==> config.mk <==
export PLATFORM = sky130hd
export DESIGN_NAME = flpte_seq
export DESIGN_NICKNAME = d
export VERILOG_FILES = /design/src/rtl/flpte_pkg.sv /design/src/rtl/flpte_seq.sv
export SDC_FILE = /design/constraint.sdc
export NUM_CORES = 1
export LEC_CHECK = 0
export ABC_AREA = 1
export ABC_CLOCK_PERIOD_IN_PS = 10400
export BUFFER_PORTS_ARGS = -buffer_cell sky130_fd_sc_hd__buf_2
export CAP_MARGIN = 0
export CORE_AREA = 2 2 160 162
export DETAILED_ROUTE_END_ITERATION = 16
export DIE_AREA = 0 0 162 164
export HOLD_SLACK_MARGIN = 0.1
export PLACE_DENSITY = 0.62
export SLEW_MARGIN = 20
export SYNTH_ARGS = -nofsm -noshare
export SYNTH_HDL_FRONTEND = slang
export SYNTH_SLANG_ARGS = --single-unit
==> constraint.sdc <==
create_clock -name clk -period 10.4 [get_ports clk]
set_clock_uncertainty 0.2 [all_clocks]
set_input_delay 0.52 -clock clk [delete_from_list [all_inputs] [get_ports clk]]
set_output_delay 0.52 -clock clk [all_outputs]
set_load 0.01 [all_outputs]
==> src/rtl/flpte_pkg.sv <==
// ----------------------------------------------------------------------------
// flpte_pkg
// item types, operation and status codes, and page table entry fields for
// the four-level page table engine
// ----------------------------------------------------------------------------
package flpte_pkg;

  localparam int unsigned IDX_W = 9;
  localparam int unsigned ENTRY_W = 64;

  localparam logic [1:0] OP_MAP    = 2'd0;
  localparam logic [1:0] OP_UNMAP  = 2'd1;
  localparam logic [1:0] OP_LOOKUP = 2'd2;
  localparam logic [1:0] OP_NONE   = 2'd3;

  localparam logic [2:0] ST_OK       = 3'd0;
  localparam logic [2:0] ST_DISABLED = 3'd1;
  localparam logic [2:0] ST_NO_FRAME = 3'd2;
  localparam logic [2:0] ST_HUGE     = 3'd3;
  localparam logic [2:0] ST_ABSENT   = 3'd4;

  localparam int unsigned BIT_PRESENT  = 0;
  localparam int unsigned BIT_WRITABLE = 1;
  localparam int unsigned BIT_USER     = 2;
  localparam int unsigned BIT_HUGE     = 7;
  localparam int unsigned BIT_NX       = 63;

  localparam logic [63:0] ADDR_MASK      = 64'h000F_FFFF_FFFF_F000;
  localparam logic [63:0] LEAF_FLAG_MASK = 64'h8000_0000_0000_0007;

  localparam logic [1:0] LVL_PML4 = 2'd0;
  localparam logic [1:0] LVL_PDPT = 2'd1;
  localparam logic [1:0] LVL_PD   = 2'd2;
  localparam logic [1:0] LVL_PT   = 2'd3;

  typedef struct packed {
    logic [1:0]  operation;
    logic [63:0] virt_addr;
    logic [63:0] target_pa;
    logic [63:0] flags;
  } in_item_t;

  typedef struct packed {
    logic [2:0]  status;
    logic [51:0] phys_result;
  } out_item_t;

  function automatic logic [IDX_W-1:0] level_index(input logic [63:0] va,
                                                   input logic [1:0] lvl);
    logic [IDX_W-1:0] idx;
    unique case (lvl)
      LVL_PML4: idx = va[47:39];
      LVL_PDPT: idx = va[38:30];
      LVL_PD:   idx = va[29:21];
      default:  idx = va[20:12];
    endcase
    return idx;
  endfunction

endpackage

==> src/rtl/flpte_seq.sv <==
// ----------------------------------------------------------------------------
// flpte_seq
// walk sequencer: reads one table entry per level, allocates and clears
// missing tables, writes leaves and forms the result item
// ----------------------------------------------------------------------------
module flpte_seq #(
  parameter int unsigned NUM_FRAMES = 64,
  localparam int unsigned FW = $clog2(NUM_FRAMES),
  localparam int unsigned AW = FW + flpte_pkg::IDX_W,
  localparam int unsigned CW = $clog2(NUM_FRAMES + 1)
) (
  input  logic                           clk,
  input  logic                           rst_n,
  input  logic                           start,
  output logic                           busy,
  input  flpte_pkg::in_item_t            in_item,
  input  logic                           paging_en,
  output logic                           out_valid,
  output flpte_pkg::out_item_t           out_item,
  output logic                           mem_wr_en,
  output logic [AW-1:0]                  mem_wr_addr,
  output logic [flpte_pkg::ENTRY_W-1:0]  mem_wr_data,
  output logic                           mem_rd_en,
  output logic [AW-1:0]                  mem_rd_addr,
  input  logic [flpte_pkg::ENTRY_W-1:0]  mem_rd_data
);

  typedef enum logic [2:0] {
    S_BOOT,
    S_IDLE,
    S_RD,
    S_EVAL,
    S_CLEAR,
    S_FIN
  } state_t;

  localparam logic [flpte_pkg::IDX_W-1:0] CLR_LAST = '1;

  state_t                        state_r;
  logic [1:0]                    op_r;
  logic [63:0]                   va_r;
  logic [63:0]                   pa_r;
  logic [63:0]                   flags_r;
  logic [FW-1:0]                 frame_r;
  logic [1:0]                    lvl_r;
  logic [CW-1:0]                 nff_r;
  logic [flpte_pkg::IDX_W-1:0]   clr_cnt_r;
  logic [FW-1:0]                 clr_frame_r;
  logic [2:0]                    status_r;
  logic [51:0]                   res_r;
  logic                          out_valid_r;
  flpte_pkg::out_item_t          out_item_r;

  logic [flpte_pkg::IDX_W-1:0]   idx;
  logic [AW-1:0]                 slot_addr;
  logic                          e_present;
  logic                          e_huge;
  logic [39:0]                   e_frame;
  logic                          e_outside;
  logic                          pool_empty;
  logic [FW-1:0]                 new_frame;
  logic [63:0]                   new_entry;
  logic [63:0]                   leaf_entry;
  logic                          is_leaf;

  always_comb begin
    idx        = flpte_pkg::level_index(va_r, lvl_r);
    slot_addr  = {frame_r, idx};
    e_present  = mem_rd_data[flpte_pkg::BIT_PRESENT];
    e_huge     = mem_rd_data[flpte_pkg::BIT_HUGE];
    e_frame    = mem_rd_data[51:12];
    e_outside  = e_frame >= 40'(NUM_FRAMES);
    pool_empty = nff_r >= CW'(NUM_FRAMES);
    new_frame  = nff_r[FW-1:0];
    is_leaf    = lvl_r == flpte_pkg::LVL_PT;

    new_entry = '0;
    new_entry[12 +: FW] = new_frame;
    new_entry[flpte_pkg::BIT_PRESENT]  = 1'b1;
    new_entry[flpte_pkg::BIT_WRITABLE] = 1'b1;
    new_entry[flpte_pkg::BIT_USER]     = flags_r[flpte_pkg::BIT_USER];

    leaf_entry = (pa_r & flpte_pkg::ADDR_MASK) | (flags_r & flpte_pkg::LEAF_FLAG_MASK);
    leaf_entry[flpte_pkg::BIT_PRESENT] = 1'b1;

    mem_rd_en   = state_r == S_RD;
    mem_rd_addr = slot_addr;

    mem_wr_en   = 1'b0;
    mem_wr_addr = slot_addr;
    mem_wr_data = '0;
    unique case (state_r)
      S_BOOT, S_CLEAR: begin
        mem_wr_en   = 1'b1;
        mem_wr_addr = {clr_frame_r, clr_cnt_r};
      end
      S_EVAL: begin
        if (!is_leaf) begin
          mem_wr_en   = !e_present && op_r == flpte_pkg::OP_MAP && !pool_empty;
          mem_wr_data = new_entry;
        end else if (op_r == flpte_pkg::OP_MAP) begin
          mem_wr_en   = 1'b1;
          mem_wr_data = leaf_entry;
        end else begin
          mem_wr_en   = e_present && op_r == flpte_pkg::OP_UNMAP;
        end
      end
      default: begin
        mem_wr_en = 1'b0;
      end
    endcase
  end

  always_ff @(posedge clk) begin
    if (!rst_n) begin
      state_r     <= S_BOOT;
      nff_r       <= CW'(1);
      clr_cnt_r   <= '0;
      clr_frame_r <= '0;
      out_valid_r <= 1'b0;
    end else begin
      out_valid_r <= 1'b0;
      unique case (state_r)
        S_BOOT: begin
          clr_cnt_r <= clr_cnt_r + 1'b1;
          if (clr_cnt_r == CLR_LAST) begin
            state_r <= S_IDLE;
          end
        end
        S_IDLE: begin
          if (start) begin
            op_r    <= in_item.operation;
            va_r    <= in_item.virt_addr;
            pa_r    <= in_item.target_pa;
            flags_r <= in_item.flags;
            lvl_r   <= flpte_pkg::LVL_PML4;
            frame_r <= '0;
            res_r   <= '0;
            status_r <= flpte_pkg::ST_OK;
            if (in_item.operation == flpte_pkg::OP_NONE) begin
              state_r <= S_FIN;
            end else if (!paging_en) begin
              status_r <= flpte_pkg::ST_DISABLED;
              state_r  <= S_FIN;
            end else begin
              state_r <= S_RD;
            end
          end
        end
        S_RD: begin
          state_r <= S_EVAL;
        end
        S_EVAL: begin
          if (!is_leaf) begin
            if (!e_present) begin
              if (op_r != flpte_pkg::OP_MAP) begin
                status_r <= flpte_pkg::ST_ABSENT;
                state_r  <= S_FIN;
              end else if (pool_empty) begin
                status_r <= flpte_pkg::ST_NO_FRAME;
                state_r  <= S_FIN;
              end else begin
                nff_r       <= nff_r + 1'b1;
                clr_frame_r <= new_frame;
                frame_r     <= new_frame;
                clr_cnt_r   <= '0;
                state_r     <= S_CLEAR;
              end
            end else if (e_huge) begin
              status_r <= flpte_pkg::ST_HUGE;
              state_r  <= S_FIN;
            end else if (e_outside) begin
              status_r <= flpte_pkg::ST_ABSENT;
              state_r  <= S_FIN;
            end else begin
              frame_r <= e_frame[FW-1:0];
              lvl_r   <= lvl_r + 1'b1;
              state_r <= S_RD;
            end
          end else begin
            if (op_r != flpte_pkg::OP_MAP && !e_present) begin
              status_r <= flpte_pkg::ST_ABSENT;
            end else if (op_r == flpte_pkg::OP_LOOKUP) begin
              res_r <= mem_rd_data[51:0] & flpte_pkg::ADDR_MASK[51:0];
            end
            state_r <= S_FIN;
          end
        end
        S_CLEAR: begin
          clr_cnt_r <= clr_cnt_r + 1'b1;
          if (clr_cnt_r == CLR_LAST) begin
            lvl_r   <= lvl_r + 1'b1;
            state_r <= S_RD;
          end
        end
        S_FIN: begin
          out_valid_r <= 1'b1;
          out_item_r  <= '{status: status_r, phys_result: res_r};
          state_r     <= S_IDLE;
        end
        default: begin
          state_r <= S_IDLE;
        end
      endcase
    end
  end

  assign busy      = state_r != S_IDLE;
  assign out_valid = out_valid_r;
  assign out_item  = out_item_r;

endmodule

Word-level counts from Yosys, hierarchy flattened
Index checks and enable logic that the tools add are counted.
{ "word_totals": {"reg_bits": 310, "in_bits": 262, "out_inout_bits": 153, "elab_cells": 138} }
{ "op_classes": {"n_lt_le_gt_ge": 2, "bitwise": 5, "add_sub_neg": 3, "mux": 57, "eq_ne": 33, "n_reduce_logical": 23} }
{ "ops": {"columns": ["operator", "n"], "rows": [
  ["52-bit two-way mux", 4],
  ["64-bit two-way mux", 3],
  ["52-bit one-hot mux with 2 select lines", 1],
  ["52-bit by 64-bit bitwise OR with 64-bit output", 1],
  ["3-bit two-way mux", 17],
  ["6-bit two-way mux", 7],
  ["40-bit by 7-bit greater-or-equal comparator with 1-bit output, second input constant", 1],
  ["9-bit two-way mux", 4],
  ["9-bit one-hot mux with 3 select lines", 1],
  ["2-bit != test, second input constant", 13],
  ["9-bit one-hot mux with 2 select lines", 1],
  ["8-bit AND reduction", 2],
  ["15-bit two-way mux", 1],
  ["3-bit != test, second input constant", 5],
  ["3-bit one-hot mux with 5 select lines", 1],
  ["2-bit two-way mux", 6],
  ["6-bit one-hot mux with 2 select lines", 1],
  ["6-bit AND reduction", 2],
  ["5-bit != test, second input constant", 2],
  ["5-bit AND reduction", 2],
  ["9-bit by 1-bit adder with 9-bit output, second input constant", 1],
  ["9-bit == test, second input constant", 1],
  ["2-bit == test, second input constant", 4],
  ["7-bit by 1-bit adder with 7-bit output, second input constant", 1],
  ["other kinds (21)", 41]
]} }

Logic depth before layout (Yosys ltp)
Gate-level depths: netlist (run 1).
{ "logic_depth": {"depth_word": 6, "ltp_mapped": 13, "mapped_depth_nobuf": 13} }

Worst setup path before layout (run 1)
OpenSTA, ideal clock, no wires.
{ "synth_timing": {"kind": "in2reg", "from": "input port rst_n", "to": "register flags_r[1] (enable)", "t_arrival_ps": 6723, "path_stages": 4, "setup_time_ps": 619, "path_slack_ps": 2858, "n_path_buf": 2, "t_required_ps": 9581, "path_cell_list": "buf_2 > clkinv_1 > clkbuf_1 > nor3_1"} }
{ "synth_between": {"elab_chain_cells": 1} }
{ "synth_lines": {"columns": ["item", "line_no", "text"], "rows": [
  ["start, declared", "flpte_seq.sv:13", "input logic rst_n,"],
  ["3-bit AND reduction (no source line)", null, null],
  ["end signal, assigned", "flpte_seq.sv:135", "flags_r <= in_item.flags;"],
  ["end, declared", "flpte_seq.sv:43", "logic [63:0] flags_r;"]
]} }
Every way passes these cells.
A chain may end at the register's enable or synchronous reset.

Final worst setup path (run 1)
{ "layout_timing": {"from": "register lvl_r[0]", "to": "output port mem_wr_data[23] (netlist name)"} }
{ "layout_between": {"elab_chain_cells": 3} }
{ "layout_lines": {"columns": ["item", "line_no", "text"], "rows": [
  ["start, declared", "flpte_seq.sv:45", "logic [1:0] lvl_r;"],
  ["start signal, assigned", "flpte_seq.sv:136", "lvl_r <= flpte_pkg::LVL_PML4;"],
  ["start signal, assigned", "flpte_seq.sv:177", "lvl_r <= lvl_r + 1'b1;"],
  ["start signal, assigned", "flpte_seq.sv:192", "lvl_r <= lvl_r + 1'b1;"],
  ["2-bit == test", "flpte_seq.sv:75", "is_leaf = lvl_r == flpte_pkg::LVL_PT;"],
  ["64-bit two-way mux", "flpte_seq.sv:98", "if (!is_leaf) begin"],
  ["64-bit two-way mux", "flpte_seq.sv:92", "unique case (state_r)"],
  ["end, declared", "flpte_seq.sv:22", "output logic [flpte_pkg::ENTRY_W-1:0] mem_wr_data,"]
]} }
Every way passes these cells.

==> summary.txt, run 1 <==
1st-pass router iterations -> 5
worst-path maximum fanout -> 40
CTS Hold Bufs -> 82
Slew @ Worst Pin -> 1.003 ns
HPWL Detailed -> 14610 um
placed cells -> 1317
asr flop ratio synth -> 0
CTS Buf Count -> 23
port buffer count -> 247
largest net degree at the start of global routing -> 68
R2R Path Start -> lvl_r[0]
synth warn -> 0
CP arrival -> 3.44 ns
clock latency on the worst-skew pair -> 0.51 ns
DRC -> 0
final worst-path cycle share -> 0.4002
crit path from -> lvl_r[0]
synthesized area -> 8417 um2
fraction of the yosys area taken by sequential cells -> 0.6862
cells resized by post-CTS repair -> 0
fin cells -> 1436
first-pass GRT wire length -> 33460 um
CTS Sinks -> 201
antenna violations before repair -> 2
Iter 0 DRT Violations -> 505
Mean Syn Cell Area -> 11.06 um2
wirelength, routed -> 21760 um
post-synthesis cell count -> 761
hold_ws -> 0.1449 ns
Longest Clk Path Bufs -> 3
Critical Path End Type -> output pin
EDFF count, synth -> 175
GRT overflow -> 0
GPL Wtd Cong -> 0.8416
setup TNS -> 0 ns
fill cell count -> 2356
die footprint -> 26570 um2
min cycle time layout -> 4.162 ns
placed inst area -> 9876 um2
H-tree depth -> 1
num ports -> 415
Worst R2R Setup Slack -> 7.38 ns
Seq cells post-synth -> 201
final net count -> 1363
crit path launch type -> register
VDD IR max -> 0.1270 mV
routed len/inst -> 15.15 um
final instance area -> 11440 um2
Diodes inserted -> 0
Final Hold Vio Count -> 0
Power Density -> 152.7 nW/um2
vias -> 6339
Hold Path Origin -> mem_rd_data[16]
synth unique cells -> 41
Clock Pin Slew Worst Setup and Hold Paths -> 0.06 ns
ratio of cells with drive above 1 in the final layout -> 0.2731
min setup slack post-route -> 6.238 ns
Crit Path Category -> register to output pin
Rows -> 58
leakage -> 5.018 nW
vias in the first global route -> 6241
Die Width -> 162 um
CTS tree -> built
CP required -> 9.68 ns
Max Slew Vio Count -> 0
status -> completed
DIE HEIGHT -> 164 um
highest clock rate -> 0.2403 GHz
ys flop type -> edfxtp_1
area grow syn2layout -> 35.90%
Hold Path Class -> input pin to register
Final setup viols -> 0
RSZ-0062 raised after global routing -> no
vias per cell -> 4.414
Root Buffer -> clkbuf_16
Post-CTS Setup Bufs -> 0
Starting Density -> 0.3391
Place WS -> 6.504 ns
Slew headroom -> 0.3297
Routed Antenna Nets -> 0
total track usage -> 0.1610
core area -> 24820 um2
max-cap viol count -> 0
-- metal layers --
layer,share of wire,global-route usage
met2,0.46,0.2689
met1,0.42,0.2000
met4,0.028,0.04948
met5,0.0014,0
met3,0.091,0.05152
-- cell families after synthesis --
kind of cell / count (synthesis) / synth area share
xor gates and xnor gates: 3 / 0.003122
AOI/OAI and AO/OA: 75 / 0.05471
buffers and inverters: 151 / 0.08414
other: 1 / 0.0004455
and+or+nand+nor: 323 / 0.1610
adders and majority gates: 7 / 0.01041
DFF: 201 / 0.6862
-- worst max-delay path: stages, from the launching register on --
cell      delay, ns
edfxtp_1       0.41
ha_2           0.82
inv_1          0.55
nor2_2         0.47
nand2_1        0.30
nor2_1         0.19
buf_2          0.17
-- cells in the final DEF (no fill, tap or decap), types with 2 or more instances in the layout --
cell and instances:
a211oi_2 4, a21boi_0 3, a21oi_1 25, a22oi_1 6, a31oi_1 10, buf_2 247
buf_4 3, bufinv_16 3, clkbuf_1 4, clkbuf_16 23, clkbuf_8 2, clkinv_1 2
clkinv_2 3, conb_1 32, dfxtp_1 26, dlygate4sd3_1 82, edfxtp_1 175, ha_1 6
inv_1 92, inv_2 3, nand2_1 132, nand2_4 2, nand3_1 26, nand4_1 8
nor2_1 131, nor2_2 4, nor3_1 8, nor4_1 3, o21ai_0 18, o21ai_1 2
xor2_1 3
-- report_power, final --
group / internal, mW / switching [mW]
clock: 0.491 / 0.309
sequential: 0.870 / 0.000924
combinational: 0.0419 / 0.0337
-- synth_stat cells, types with 2 or more instances --
cell,instances,area share
buf_1,3,0.0013
o21ai_1,2,0.0012
ha_1,7,0.010
inv_1,92,0.041
a211oi_2,4,0.0059
a21boi_0,3,0.0027
buf_6,2,0.0027
nor2_1,131,0.058
edfxtp_1,175,0.62
dfxtp_1,26,0.062
a22oi_1,6,0.0054
nor2_2,4,0.0030
inv_2,3,0.0013
a31oi_1,10,0.0074
nor3_1,10,0.0059
nor4_1,4,0.0030
clkbuf_1,13,0.0058
nand3_1,26,0.015
buf_4,32,0.029
a21oi_1,25,0.015
xor2_1,3,0.0031
nand2_1,132,0.059
nand2_4,2,0.0027
buf_2,5,0.0030
nand4_1,8,0.0059
o21ai_0,18,0.011
-- sequential cells by signal (all words and copies together) (netlist names), 3 cells and up --
signal       count
out_item        43
pa_r            40
res_r           40
va_r            36
clr_cnt_r        9
nff_r            7
clr_frame_r      6
frame_r          6
flags_r          3
state_r          3
status_r         3
-- through the flow --
stage                     utilization  power, mW
after detailed placement       0.3979     0.9381
after global placement         0.3979     0.9376
after global routing           0.4609      1.807
final                          0.4609      1.747
after floorplan                     -     0.9155
after CTS                      0.4606      1.766
-- cell type report --
type,count,area (um2),share of cell area
Clock inverter,8,117.6,0.01028
Multi-Input combinational cell,440,2074,0.1814
Tap cell,330,412.9,0.03610
Sequential cell,201,5776,0.5049
Timing Repair Buffer,332,2079,0.1818
Inverter,96,360.3,0.03150
Clock buffer,29,618.1,0.05404
-- final timing paths --
| kind | endpoint | depth (start not counted) |
|---|---|---|
| min reg2reg | out_item[40] | 0 |
| max reg2reg | lvl_r[1] | 5 |
| max | mem_wr_data[23] | 6 |
| min | res_r[16] | 3 |
No activity file was read; power rests on OpenSTA's default activity.
==> inputs of run 2 (changes only) <==
Settings changed: ABC_AREA 1 to 0, ABC_CLOCK_PERIOD_IN_PS 10400 to 3600, CORE_AREA 2 2 160 162 to 2 2 163 165, DIE_AREA 0 0 162 164 to 0 0 165 167.
Clock period 10.4 ns to 3.6 ns, I/O delays scaled along.
==> summary.txt, run 2 <==
fill cell count -> 2292 (was 2356)
total track usage -> 0.1544 (was 0.1610)
P_int -> 4.056 mW (was 1.403 mW)
Largest delay share family, worst path -> flip-flops (was simple AND/OR/NAND/NOR gates)
num ports -> 415 (unchanged)
crit path from -> state_r[1] (was lvl_r[0])
routed len/inst -> 16.27 um (was 15.15 um)
Root Buffer -> clkbuf_16 (unchanged)
Mean Syn Cell Area -> 13.68 um2 (was 11.06 um2)
Final Hold Vio Count -> 0 (unchanged)
Slew headroom -> 0.3188 (was 0.3297)
worst r2r path cells -> 5 (unchanged)
HPWL Detailed -> 14110 um (was 14610 um)
fraction of the yosys area taken by sequential cells -> 0.7036 (was 0.6862)
Crit Path Category -> register to output pin (unchanged)
Psw -> 1.026 mW (was 0.3441 mW)
synth cell count leaders -> 175 x edfxtp_1, 81 x and2_1, 76 x nand2_1 (was 175 x edfxtp_1, 132 x nand2_1, 131 x nor2_1)
Crit path depth -> 5 (was 6)
ys flop type -> edfxtp_1 (unchanged)
Max Slew Vio Count -> 0 (unchanged)
GRT overflow -> 0 (unchanged)
Detail Route met3 WL -> 1887 um (was 1970 um)
most common cell in the netlist -> edfxtp_1 (unchanged)
Worst Setup EP -> mem_wr_data[1] (was mem_wr_data[23])
DRC -> 0 (unchanged)
vias per cell -> 4.517 (was 4.414)
Bufs and invs on worst path -> 2 (unchanged)
switching share of power -> 0.2018 (was 0.1970)
cell taking the most area after synthesis -> edfxtp_1 (unchanged)
Post-Synth XOR/XNOR Area -> 0.007468 (was 0.003122)
crit path launch type -> register (unchanged)
top layer in use -> met4 (was met5)
core area -> 25760 um2 (was 24820 um2)
ratio of cells with drive above 1 in the final layout -> 0.3029 (was 0.2731)
vias in the first global route -> 6126 (was 6241)
Critical Path End Type -> output pin (unchanged)
synthesized area -> 8209 um2 (was 8417 um2)
Seq pwr share -> 0.496 (was 0.499)
WL met1 -> 8895 um (was 9153 um)
synth warn -> 0 (unchanged)
CP arrival -> 2.53 ns (was 3.44 ns)
mux cell area share after synthesis -> 0.01829 (was 0)
Rows -> 59 (was 58)
Routed Antenna Nets -> 0 (unchanged)
CTS tree -> built (unchanged)
Adder-Cell Fraction of Synth Area -> 0.01067 (was 0.01041)
largest net degree at the start of global routing -> 58 (was 68)
port buffer count -> 247 (unchanged)
worst hold path depth -> 2 (was 3)
status -> completed (unchanged)
max reg flops -> 43 (unchanged)
main area contributors after synthesis -> edfxtp_1 64%, dfxtp_1 6.3%, and2_1 6.2% (was edfxtp_1 62%, dfxtp_1 6.2%, nand2_1 5.9%)
most frequent cells in the layout -> 247 x buf_2, 175 x edfxtp_1, 127 x dlygate4sd3_1 (was 247 x buf_2, 175 x edfxtp_1, 132 x nand2_1)
H-tree depth -> 1 (unchanged)
leakage -> 4.482 nW (was 5.018 nW)
antenna violations before repair -> 0 (was 2)
synth unique cells -> 57 (was 41)
wirelength, routed -> 21670 um (was 21760 um)
Hold Path Origin -> in_item[171] (was mem_rd_data[16])
final net count -> 1249 (was 1363)
setup TNS -> 0 ns (unchanged)
fin util -> 0.4570 (was 0.4609)
final instance area -> 11770 um2 (was 11440 um2)
placed inst area -> 9758 um2 (was 9876 um2)
die footprint -> 27560 um2 (was 26570 um2)
Diodes inserted -> 0 (unchanged)
VDD IR max -> 0.3999 mV (was 0.1270 mV)
CP cell instances -> and3b_1, buf_4, and2_1, a21boi_0, buf_2 (was ha_2, inv_1, nor2_2, nand2_1, nor2_1, buf_2)
asr flop ratio synth -> 0 (unchanged)
Starting Density -> 0.3186 (was 0.3391)
Slowest-stage cell, CP -> dfxtp_1 (was ha_2)
Iter 0 DRT Violations -> 380 (was 505)
Longest Clk Path Bufs -> 3 (unchanged)
leading cell type in the layout, fill and taps excluded -> buf_2 (unchanged)
Worst R2R Setup Slack -> 1.04 ns (was 7.38 ns)
multi-input logic area -> 2183 um2 (was 2074 um2)
R2R Path Start -> lvl_r[0] (unchanged)
RR Endpoint -> clr_cnt_r[7] (was lvl_r[1])
clock latency on the worst-skew pair -> 0.52 ns (was 0.51 ns)
register area -> 5776 um2 (unchanged)
Final setup viols -> 0 (unchanged)
Comb pwr share -> 0.048 (was 0.043)
Total Power -> 5.082 mW (was 1.747 mW)
CTS Buf Count -> 23 (unchanged)
area grow syn2layout -> 43.42% (was 35.90%)
max incr delay on CP -> 0.77 ns (was 0.82 ns)
Yosys top cell area share -> 0.6401 (was 0.6243)
largest family of logic cells by synthesized area -> simple AND/OR/NAND/NOR gates (unchanged)
GPL Wtd Cong -> 0.8111 (was 0.8416)
DIE HEIGHT -> 167 um (was 164 um)
Slew @ Worst Pin -> 1.022 ns (was 1.003 ns)
RSZ-0062 raised after global routing -> no (unchanged)
hold_ws -> 0.1677 ns (was 0.1449 ns)
Clk pwr share -> 0.457 (was 0.458)
highest clock rate -> 0.3438 GHz
Synth Area in Simple Gates -> 0.1509 (was 0.1610)
worst-path maximum fanout -> 45 (was 40)
cells resized by post-CTS repair -> 0 (unchanged)
met2 routed WL -> 10220 um (was 9986 um)
final worst-path cycle share -> 0.8078
Compound-Gate Fraction of Synth Area -> 0.06005 (was 0.05470)
CP required -> 3.22 ns (was 9.68 ns)
Power Density -> 431.6 nW/um2 (was 152.7 nW/um2)
1st-pass router iterations -> 5 (unchanged)
vias -> 6016 (was 6339)
post-synthesis cell count -> 600 (was 761)
EDFF count, synth -> 175 (unchanged)
Hold Path Class -> input pin to register (unchanged)
Die Width -> 165 um (was 162 um)
CTS Hold Bufs -> 127 (was 82)
Post-CTS Setup Bufs -> 0 (unchanged)
min cycle time layout -> 2.908 ns
CTS Sinks -> 201 (unchanged)
Seq cells post-synth -> 201 (unchanged)
max-cap viol count -> 0 (unchanged)
Clock Pin Slew Worst Setup and Hold Paths -> 0.06 ns (about the same)
first-pass GRT wire length -> 32940 um (was 33460 um)
-- run 2: worst min-delay path by stage --
stage	to	slack, ns
floorplan	flags_r[1]	0.08
global placement	pa_r[24]	0.16
detailed placement	pa_r[22]	0.16
CTS	va_r[22]	0.14
global route	va_r[43]	0.16
finish	va_r[43]	0.17
-- run 2: area by class of cell --
| class | instances | share of cell area |
|---|---|---|
| sequential | 201 | 0.4905 |
| tap | 335 | 0.03560 |
| multi-input combinational | 356 | 0.1854 |
| inverter | 13 | 0.004145 |
| clock buffer | 28 | 0.05048 |
| timing repair buffer | 385 | 0.2210 |
| clock inverter | 14 | 0.01275 |
-- run 2: kinds of logic after synthesis --
group                    count (synthesis)
AO/OA/AOI/OAI                           66
XOR/XNOR                                 7
other                                    1
buffers and inverters                   74
flip-flops                             201
AND/OR/NAND/NOR                        229
multiplexers                            15
adder cells (fa/ha/maj)                  7
-- run 2: through the flow --
| stage | cells | setup WS [ns] |
|---|---|---|
| after CTS | 1332 | 0.7059 |
| final | 1332 | 0.6917 |
| after global placement | 1163 | 1.048 |
| after floorplan | 631 | 0.1786 |
| after detailed placement | 1163 | 0.9726 |
| after global routing | 1332 | 0.5412 |
-- run 2: power by group through the flow --
stage | registers, mW | logic, mW | clock network (mW)
floorplan | 2.57 | 0.0678 | 0
global placement | 2.57 | 0.129 | 0
detailed placement | 2.57 | 0.131 | 0
CTS | 2.52 | 0.239 | 2.39
global route | 2.52 | 0.267 | 2.47
finish | 2.52 | 0.244 | 2.32
-- run 2: per-layer routing --
| metal | GRT usage | vias to the layer above |
|---|---|---|
| met3 | 0.04359 | 43 |
| met2 | 0.2667 | 287 |
| li1 | - | 2863 |
| met5 | 0 | - |
| met1 | 0.1850 | 2823 |
| met4 | 0.04839 | 0 |
==> inputs of run 3 (changes only) <==
Settings changed: ABC_CLOCK_PERIOD_IN_PS 3600 to 2800, PLACE_DENSITY 0.62 to 0.59.
Clock period 3.6 ns to 2.8 ns, I/O delays scaled along.
==> summary.txt, run 3 (same netlist as run 2, synthesis figures left out) <==
status -> completed (unchanged)
max reg flops -> 43 (unchanged)
fill cell count -> 2287 (was 2292)
leading cell type in the layout, fill and taps excluded -> buf_2 (unchanged)
first-pass GRT wire length -> 32970 um (was 32940 um)
worst-path maximum fanout -> 41 (was 45)
max-cap viol count -> 0 (unchanged)
Final setup viols -> 0 (unchanged)
antenna violations before repair -> 0 (unchanged)
1st-pass router iterations -> 5 (unchanged)
Slew headroom -> 0.6278 (was 0.3188)
Diodes inserted -> 0 (unchanged)
total track usage -> 0.1541 (was 0.1544)
Final Hold Vio Count -> 0 (unchanged)
max incr delay on CP -> 0.42 ns (was 0.77 ns)
H-tree depth -> 1 (unchanged)
Iter 0 DRT Violations -> 417 (was 380)
clock latency on the worst-skew pair -> 0.51 ns (was 0.52 ns)
die footprint -> 27560 um2 (unchanged)
final worst-path cycle share -> 0.9471
routed len/inst -> 16.27 um (about the same)
DIE HEIGHT -> 167 um (unchanged)
setup TNS -> 0 ns (unchanged)
crit path launch type -> register (unchanged)
Slowest-stage cell, CP -> dfxtp_1 (unchanged)
num ports -> 415 (unchanged)
met2 routed WL -> 10360 um (was 10220 um)
GRT overflow -> 0 (unchanged)
DRC -> 0 (unchanged)
wirelength, routed -> 21790 um (was 21670 um)
Longest Clk Path Bufs -> 3 (unchanged)
CP cell instances -> and2b_2, nand2_1, nor4b_4, buf_8, and2_1, buf_2 (was and3b_1, buf_4, and2_1, a21boi_0, buf_2)
CTS Buf Count -> 23 (unchanged)
hold_ws -> 0.1340 ns (was 0.1677 ns)
register area -> 5777 um2 (was 5776 um2)
Clock Pin Slew Worst Setup and Hold Paths -> 0.06 ns (about the same)
multi-input logic area -> 2212 um2 (was 2183 um2)
fin util -> 0.4625 (was 0.4570)
Routed Antenna Nets -> 0 (unchanged)
highest clock rate -> 0.3771 GHz
Detail Route met3 WL -> 1822 um (was 1887 um)
Post-CTS Setup Bufs -> 0 (unchanged)
VDD IR max -> 0.5097 mV (was 0.3999 mV)
Place WS -> 0.4473 ns (was 0.9726 ns)
min cycle time layout -> 2.652 ns
Starting Density -> 0.3186 (unchanged)
Slew @ Worst Pin -> 0.5583 ns (was 1.022 ns)
HPWL Detailed -> 13800 um (was 14110 um)
GPL Wtd Cong -> 0.7579 (was 0.8111)
vias in the first global route -> 6094 (was 6126)
CP required -> 2.46 ns (was 3.22 ns)
RSZ-0062 raised after global routing -> no (unchanged)
leakage -> 4.530 nW (was 4.482 nW)
vias per cell -> 4.489 (was 4.517)
final net count -> 1257 (was 1249)
min setup slack post-route -> 0.1481 ns (was 0.6917 ns)
Root Buffer -> clkbuf_16 (unchanged)
Power Density -> 563.5 nW/um2 (was 431.6 nW/um2)
Largest delay share family, worst path -> simple AND/OR/NAND/NOR gates (was flip-flops)
Crit Path Category -> register to output pin (unchanged)
WL met1 -> 8987 um (was 8895 um)
Rows -> 59 (unchanged)
port buffer count -> 247 (unchanged)
CP arrival -> 2.31 ns (was 2.53 ns)
Max Slew Vio Count -> 0 (unchanged)
top layer in use -> met4 (unchanged)
ratio of cells with drive above 1 in the final layout -> 0.3127 (was 0.3029)
core area -> 25760 um2 (unchanged)
Critical Path End Type -> output pin (unchanged)
area grow syn2layout -> 45.16% (was 43.42%)
CTS tree -> built (unchanged)
most frequent cells in the layout -> 247 x buf_2, 175 x edfxtp_1, 128 x dlygate4sd3_1 (was 247 x buf_2, 175 x edfxtp_1, 127 x dlygate4sd3_1)
largest net degree at the start of global routing -> 73 (was 58)
Die Width -> 165 um (unchanged)
Hold Path Class -> input pin to register (unchanged)
vias -> 6011 (was 6016)
Total Power -> 6.715 mW (was 5.082 mW)
CTS Sinks -> 201 (unchanged)
Bufs and invs on worst path -> 2 (unchanged)
[run 3: cell count changes in the layout (fill, tap and decap cells not counted), sizes merged]
cell and change:
buf +7, clkinv -4, bufinv +2, clkbuf +2, dlygate4sd3 +1, inv -1
[run 3: final timing paths]
kind                startpoint              end  slack (ns)  depth (start not counted)
hold reg to reg      res_r[47]     out_item[47]        0.22                          0
hold / removal    in_item[167]         va_r[39]        0.13                          2
setup / recovery    state_r[2]  mem_wr_data[32]        0.15                          6
setup reg to reg  clr_cnt_r[2]       state_r[0]        0.21                          9
[run 3: repair_timing]
item,4_1_cts,5_1_grt
endpoints found under the hold margin,166,0
hold buffers,128,0
setup endpoints to repair,0,45
resized for setup,0,10
[run 3: area by class of cell]
type                       instances  area share
clock inverter                    11     0.01554
clock buffer                      30     0.05050
tap                              335     0.03517
sequential                       201      0.4848
inverter                          13    0.004095
multi-input combinational        356      0.1856
timing repair buffer             393      0.2243
[run 3: stage by stage]
step,area [um2],cells
6_report,11920,1339
5_1_grt,11920,1339
4_1_cts,11880,1339
3_5_place_dp,9814,1170
3_3_place_gp,9814,1170
2_1_floorplan,8374,631
[run 3: metal layers]
metal	up-vias	GRT usage
met2	277	0.2658
met5	-	0
met4	0	0.04499
met3	35	0.03985
li1	2883	-
met1	2816	0.1887
[run 3: where the power goes]
group          internal (mW)  switching, mW
sequential              3.23        0.00608
combinational          0.199          0.116
clock                   1.97           1.19
total                   5.40           1.31
